`src/hw/rtl/tsls_pkg.sv`:
```
// ----------------------------------------------------------------------------
// tsls_pkg
// Shared types and constants for the tour swap local search block: item
// kinds, register indexes, field widths and the controller/datapath structs.
// ----------------------------------------------------------------------------
package tsls_pkg;

    // field widths
    localparam int KIND_W  = 3;
    localparam int IDX_W   = 10;
    localparam int DIST_W  = 8;
    localparam int COST_W  = 18;
    localparam int CITY_W  = 10;
    localparam int NUM_W   = 11;
    localparam int LIM_W   = 10;
    localparam int STALL_W = 11;
    localparam int CFG_IDX_W = 1;

    // item kinds
    localparam logic [KIND_W-1:0] KIND_LOAD_DIST = 3'd0;
    localparam logic [KIND_W-1:0] KIND_LOAD_TOUR = 3'd1;
    localparam logic [KIND_W-1:0] KIND_START     = 3'd2;
    localparam logic [KIND_W-1:0] KIND_TRY       = 3'd3;
    localparam logic [KIND_W-1:0] KIND_KICK      = 3'd4;
    localparam logic [KIND_W-1:0] KIND_READ_BEST = 3'd5;

    // configuration register indexes
    localparam logic [CFG_IDX_W-1:0] CFG_NUM_CITIES  = 1'b0;
    localparam logic [CFG_IDX_W-1:0] CFG_STALL_LIMIT = 1'b1;

    // reset values and saturation limits
    localparam logic [NUM_W-1:0]   NUM_CITIES_RST  = 11'd1024;
    localparam logic [LIM_W-1:0]   STALL_LIMIT_RST = 10'd50;
    localparam logic [COST_W-1:0]  COST_MAX        = 18'h3FFFF;
    localparam logic [STALL_W-1:0] STALL_MAX       = 11'h7FF;

    // commands from controller to datapath
    typedef struct packed {
        logic capture;
        logic wr_dist;
        logic wr_tour;
        logic walk_issue;
        logic pos_clear;
        logic start_commit;
        logic try_commit;
        logic try_fail;
        logic swap_rd_a;
        logic swap_rd_b;
        logic swap_wr_a;
        logic swap_wr_b;
        logic copy_issue;
        logic rd_best;
        logic result_load;
    } dp_cmd_t;

    // status from datapath to controller
    typedef struct packed {
        logic kick_ok;
        logic last_pos;
        logic copy_last;
        logic pipe_busy;
        logic lt_current;
        logic copy_pend;
        logic out_free;
    } dp_stat_t;

endpackage

```
`src/hw/rtl/tsls_ctrl.sv`:
```
// ----------------------------------------------------------------------------
// tsls_ctrl
// Controller: sequences one word at a time through load, walk, commit,
// swap, best-copy and result steps, driving the datapath commands.
// ----------------------------------------------------------------------------
module tsls_ctrl
    import tsls_pkg::*;
(
    input  logic              clk,
    input  logic              rst_n,
    input  logic              in_valid,
    output logic              in_stall,
    input  logic [KIND_W-1:0] kind,
    input  dp_stat_t          stat,
    output dp_cmd_t           cmd
);

    localparam logic [3:0] S_IDLE    = 4'd0;
    localparam logic [3:0] S_WR_DIST = 4'd1;
    localparam logic [3:0] S_WR_TOUR = 4'd2;
    localparam logic [3:0] S_WALK    = 4'd3;
    localparam logic [3:0] S_DRAIN   = 4'd4;
    localparam logic [3:0] S_SWAP_RA = 4'd5;
    localparam logic [3:0] S_SWAP_RB = 4'd6;
    localparam logic [3:0] S_SWAP_WA = 4'd7;
    localparam logic [3:0] S_SWAP_WB = 4'd8;
    localparam logic [3:0] S_COPY    = 4'd9;
    localparam logic [3:0] S_RD_BEST = 4'd10;
    localparam logic [3:0] S_RESULT  = 4'd11;

    logic [3:0]        state_reg, state_next;
    logic [KIND_W-1:0] kind_reg, kind_next;

    always_ff @(posedge clk or negedge rst_n)
    begin
        if (!rst_n)
        begin
            state_reg <= S_IDLE;
            kind_reg  <= KIND_LOAD_DIST;
        end
        else
        begin
            state_reg <= state_next;
            kind_reg  <= kind_next;
        end
    end

    assign in_stall = (state_reg != S_IDLE);

    // next state and command decode
    always_comb
    begin
        state_next = state_reg;
        kind_next  = kind_reg;
        cmd        = '0;

        unique case (state_reg)
            S_IDLE:
            begin
                if (in_valid)
                begin
                    cmd.capture = 1'b1;
                    kind_next   = kind;
                    unique case (kind)
                        KIND_LOAD_DIST:       state_next = S_WR_DIST;
                        KIND_LOAD_TOUR:       state_next = S_WR_TOUR;
                        KIND_START, KIND_TRY: state_next = S_WALK;
                        KIND_KICK:            state_next = S_SWAP_RA;
                        KIND_READ_BEST:       state_next = S_RD_BEST;
                        default:              state_next = S_RESULT;
                    endcase
                end
            end
            S_WR_DIST:
            begin
                cmd.wr_dist = 1'b1;
                state_next  = S_RESULT;
            end
            S_WR_TOUR:
            begin
                cmd.wr_tour = 1'b1;
                state_next  = S_RESULT;
            end
            S_WALK:
            begin
                cmd.walk_issue = 1'b1;
                if (stat.last_pos)
                    state_next = S_DRAIN;
            end
            S_DRAIN:
            begin
                if (!stat.pipe_busy)
                begin
                    cmd.pos_clear = 1'b1;
                    if (kind_reg == KIND_START)
                    begin
                        cmd.start_commit = 1'b1;
                        state_next       = S_COPY;
                    end
                    else if (stat.lt_current)
                    begin
                        cmd.try_commit = 1'b1;
                        state_next     = S_SWAP_RA;
                    end
                    else
                    begin
                        cmd.try_fail = 1'b1;
                        state_next   = S_RESULT;
                    end
                end
            end
            S_SWAP_RA:
            begin
                if (kind_reg == KIND_KICK && !stat.kick_ok)
                    state_next = S_RESULT;
                else
                begin
                    cmd.swap_rd_a = 1'b1;
                    state_next    = S_SWAP_RB;
                end
            end
            S_SWAP_RB:
            begin
                cmd.swap_rd_b = 1'b1;
                state_next    = S_SWAP_WA;
            end
            S_SWAP_WA:
            begin
                cmd.swap_wr_a = 1'b1;
                state_next    = S_SWAP_WB;
            end
            S_SWAP_WB:
            begin
                cmd.swap_wr_b = 1'b1;
                state_next    = stat.copy_pend ? S_COPY : S_RESULT;
            end
            S_COPY:
            begin
                cmd.copy_issue = 1'b1;
                if (stat.copy_last)
                    state_next = S_RESULT;
            end
            S_RD_BEST:
            begin
                cmd.rd_best = 1'b1;
                state_next  = S_RESULT;
            end
            S_RESULT:
            begin
                if (stat.out_free)
                begin
                    cmd.result_load = 1'b1;
                    state_next      = S_IDLE;
                end
            end
            default:
            begin
                state_next = S_IDLE;
            end
        endcase
    end

`ifndef NO_ASSERTIONS
    // a result waits while the output register is still held
    assert property (@(posedge clk) disable iff (!rst_n)
        (state_reg == S_RESULT && !stat.out_free) |=> state_reg == S_RESULT)
        else $error("result left while output register busy");

    // only start and try words walk the tour
    assert property (@(posedge clk) disable iff (!rst_n)
        (state_reg == S_WALK) |-> (kind_reg == KIND_START || kind_reg == KIND_TRY))
        else $error("walk entered for a word that does not evaluate");

    // the copy sweep ends in the result step
    assert property (@(posedge clk) disable iff (!rst_n)
        (state_reg == S_COPY && stat.copy_last) |=> state_reg == S_RESULT)
        else $error("copy sweep did not finish into result");
`endif

endmodule

```
`config.mk`:
```
export PLATFORM = sky130hd
export DESIGN_NAME = tsls_ctrl
export DESIGN_NICKNAME = d
export VERILOG_FILES = /design/src/hw/rtl/tsls_pkg.sv /design/src/hw/rtl/tsls_ctrl.sv
export SDC_FILE = /design/constraint.sdc
export NUM_CORES = 1
export LEC_CHECK = 0
export ABC_AREA = 0
export ABC_CLOCK_PERIOD_IN_PS = 1500
export BUFFER_PORTS_ARGS = -buffer_cell sky130_fd_sc_hd__buf_2
export CAP_MARGIN = 20
export CORE_AREA = 3 3 45 47
export CTS_CLUSTER_DIAMETER = 120
export DETAILED_ROUTE_END_ITERATION = 16
export DIE_AREA = 0 0 48 50
export PLACE_DENSITY_LB_ADDON = 0.1
export SYNTH_ARGS = -nofsm -noshare
export SYNTH_HDL_FRONTEND = slang
export SYNTH_SLANG_ARGS = --single-unit
export TNS_END_PERCENT = 10
```
`constraint.sdc`:
```
create_clock -name clk -period 1.5 [get_ports clk]
set_clock_uncertainty 0.15 [all_clocks]
set_input_delay 0.3 -clock clk [delete_from_list [all_inputs] [get_ports clk]]
set_output_delay 0.3 -clock clk [all_outputs]
set_load 0.1 [all_outputs]
```
# Word-level counts from Yosys, hierarchy flattened
# Index checks and enable logic that the tools add are counted.
# Widths: inputs -> output; s select.
[word_totals]
ff_bits = 7
in_bits = 13
output_inout_bits = 16
word_cells = 65
[op_classes]
n_eq_ne = 23
n_mux = 31
n_reduce_logical = 9
[ops]
columns = ["operator", "count"]
rows = [
  ["$mux 4", 10],
  ["$pmux 4 s10", 1],
  ["$pmux 4 s5", 1],
  ["$mux 1", 17],
  ["$eq 4x3->1 const B", 4],
  ["$eq 4x4->1 const B", 4],
  ["$ne 2x2->1 const B", 5],
  ["$eq 3x2->1 const B", 3],
  ["$eq 3x3->1 const B", 3],
  ["$eq 4x2->1 const B", 2],
  ["$reduce_and 5->1", 1],
  ["$eq 4x1->1 const B", 1],
  ["$logic_not 4->1", 1],
  ["$mux 2", 2],
  ["$reduce_bool 4->1", 1],
  ["$eq 3x1->1 const B", 1],
  ["$logic_not 3->1", 1],
  ["$reduce_or 3->1", 1],
  ["$reduce_and 2->1", 1],
  ["$reduce_or 2->1", 1],
  ["$logic_and 1x1->1", 1],
  ["$logic_not 1->1", 1],
]

# Longest topological paths before layout
[logic_depth]
word_depth = 5
depth_mapped = 6
mapped_depth_nobuf = 4

# Least setup slack after synthesis
# OpenSTA, ideal clock, no wires.
[synth_timing]
kind = "register to output"
startpoint = "register state_reg[1]"
endpoint = "output cmd[7] (netlist bit)"
arrival_ns = 3.176
required_time_ns = 1.050
path_slack_ns = -2.126
stages_incl_launch_ff = 5
path_buffers = 1
path_cell_list = "dfrtp_1 buf_6 or2_4 or3_4 nor3_1"
[synth_lines]
columns = ["item", "line_no", "rtl"]
rows = [
  ["from (decl)", "tsls_ctrl.sv:31", "logic [3:0] state_reg, state_next;"],
  ["from (signal assigned)", "tsls_ctrl.sv:43", "state_reg <= state_next;"],
  ["to (decl)", "tsls_ctrl.sv:15", "output dp_cmd_t cmd"],
]

==> metrics.txt <==
outcome complete, but fails checks; failing checks negative setup slack; Hold Crit Depth 2; largest net degree at the start of global routing 21; Synth cell types 36; worst-skew pair later-pin latency 0.25 ns; Worst path max stage delay 0.41 ns; R2R Setup Slk -0.21 ns; initial antenna violation count 0; RR Startpoint kind_reg[0]; Reg clk slew, reported paths 0.05 ns; Worst Hold Path EP kind_reg[2]; vias in the first global route roughly 860; final core utilization 79.85%; CP max FO 3; CTS max path bufs 2; vias per std cell between 5 and 6; Num CTS Buffers 3; DRC 0; I/O Pins 29; Crit Path Class reg -> out; Worst-Margin Slew roughly 0.34 ns; Final Critical Period 2.167 ns; Final setup viols 22; Min-Delay Path Class in -> reg; Final period util 144.5%; DR vias 905; Layout area overhead 97.07%; Mapped Area 684.4 um2; CTS H-tree depth 1; Final ANT Viol Nets 0; WL final around 2.3 mm; global route overflow 0; Initial Util 40.52%; final-stage net count around 150; post-synthesis async set-or-reset flop share 100.0%; Core ar. 1689 um2; commonest non-fill, non-tap cells in the layout 19 x buf_4, 16 x buf_12, 12 x buf_2; Top Layer Used met4; Total Die Area approximately 2400 um2; reg2reg end state_reg[0]; Reg2Reg Depth 5; Fin Hold WS 0.1888 ns; syn_area_per_cell between 7 and 8 um2; I/O Buffers 28; kind of cell adding the most delay to the critical path simple AND/OR/NAND/NOR gates; Worst setup EP type primary output; post-detail-place hpwl 1.809 mm; flops & latches, synth 7; final count of hold timing violations 0; Setup Fix Bufs, Post-CTS 0; CTS tree built; Post-synth top flop dfrtp_1; Placement Rows 15; crit path launch type flop; Avg WL per Cell about 15 um; Syn. warnings 0; routed wl met2 1.139 mm; TritonRoute pass-1 iters 4; sum of negative setup slack -7.450 ns; routed wl met3 153 um; Die W 48 um; TritonCTS Sinks 7; Worst Hold Launch kind[2]; Critical Path, Cell by Cell or2_4, or3_4, clkinv_2, and3_4, buf_12; GRT Total Usage 21.67%; fmax 461.4 MHz; met1 wire length 940 um; most common cell after layout, fill and taps aside buf_4; max-slew violations 0; setup ws final -0.6671 ns; Clock Tree Root clkbuf_4; max_cap viols 0; Slew headroom 76.85%; Tot Pwr approximately 3200 uW; register area share after synthesis 25.59%; first-pass GRT wire length 3.657 mm; WP buf/inv 2; CP max-delay cell or3_4; antenna cells 0; EDFF count, synth 0; PD cells 2365 nW/um2; Worst EP required 1.05 ns; initial detailed-routing violation count 28; leakage 0.0005865 uW; die span in y 50 um; Syn Inst Count 91; WP data arrival ~1.7 ns; Largest register FFs 4; Synth Net Count ~100; share of cells above drive strength 1 between 50% and 60%; maximum VDD drop 0.001232 V; RSZ-0062 raised after global routing yes; Final GP Congestion between 0.8 and 0.9
[per-stage QoR]
step	instances	setup slack, ns	cell area [um2]
finish	157	-0.6671	1349
global route	157	-0.7254	1349
CTS	157	-0.6818	1341
detailed placement	152	-0.3966	1267
global placement	152	-0.3720	1267
floorplan	91	-0.8773	744.5
[worst register-to-register path, delay by kind of cell, from the launching register on]
kind                   cells  cell delay [ns]
AOI/OAI and AO/OA          3             0.38
buffers and inverters      1             0.16
DFF                        1             0.41
and+or+nand+nor            1             0.54
[metal layers]
layer	vias up	GRT usage, %
li1	437	-
met1	415	27.17
met2	47	33.70
met3	6	6.569
met4	0	8.072
met5	-	0
[layout make-up]
cell class	instances	area (um2)
clock inverter	1	5.005
inverter	4	16.27
sequential	7	175.2
clock buffer	3	22.52
multi-input combinational	75	553.0
fill	114	340.3
timing repair buffer	50	555.5
tap	17	21.27
[where the power goes]
part / leakage [uW] / internal, uW / switching [uW]
clock network: 0.0000177 / 97.5 / 72.3
logic: 0.000484 / 1080 / 1580
registers: 0.0000851 / 288 / 76.2
total: 0.000586 / 1460 / 1720
[worst max-delay path by stage]
| stage | start | endpoint | slack [ns] | depth (start not counted) |
|---|---|---|---|---|
| 6_report | state_reg[0] | cmd[8] | -0.67 | 5 |
| 5_1_grt | state_reg[0] | cmd[8] | -0.73 | 5 |
| 4_1_cts | state_reg[0] | cmd[8] | -0.68 | 5 |
| 3_5_place_dp | state_reg[0] | cmd[7] | -0.40 | 4 |
| 3_3_place_gp | state_reg[0] | cmd[8] | -0.37 | 5 |
| 2_1_floorplan | state_reg[1] | cmd[7] | -0.88 | 4 |
[Yosys cell counts, types with 3 or more instances]
cell type / number / area, um2
nor2_1: 13 / 48.80
dfrtp_1: 7 / 175.2
o21ai_0: 7 / 35.03
nor3_1: 6 / 30.03
a21oi_1: 4 / 20.02
a31oi_1: 4 / 25.02
nand2_1: 4 / 15.01
and3_1: 3 / 18.77
inv_1: 3 / 11.26
mux2_2: 3 / 33.78
nand3_1: 3 / 15.01
[logic make-up after synthesis]
kind of cell	Yosys count	share of synthesized area, %
flops	7	25.59
mux	4	6.398
buf+inv	9	7.677
simple gates	47	38.76
compound gates	24	21.57
[what timing repair did]
item	4_1_cts	5_1_grt
hold buffers	1	0
pin swaps	4	1
endpoints found under the hold margin	7	0
endpoints found under the setup margin	23	23
gates resized for setup	10	3
Power figures use the tool's default switching activity.
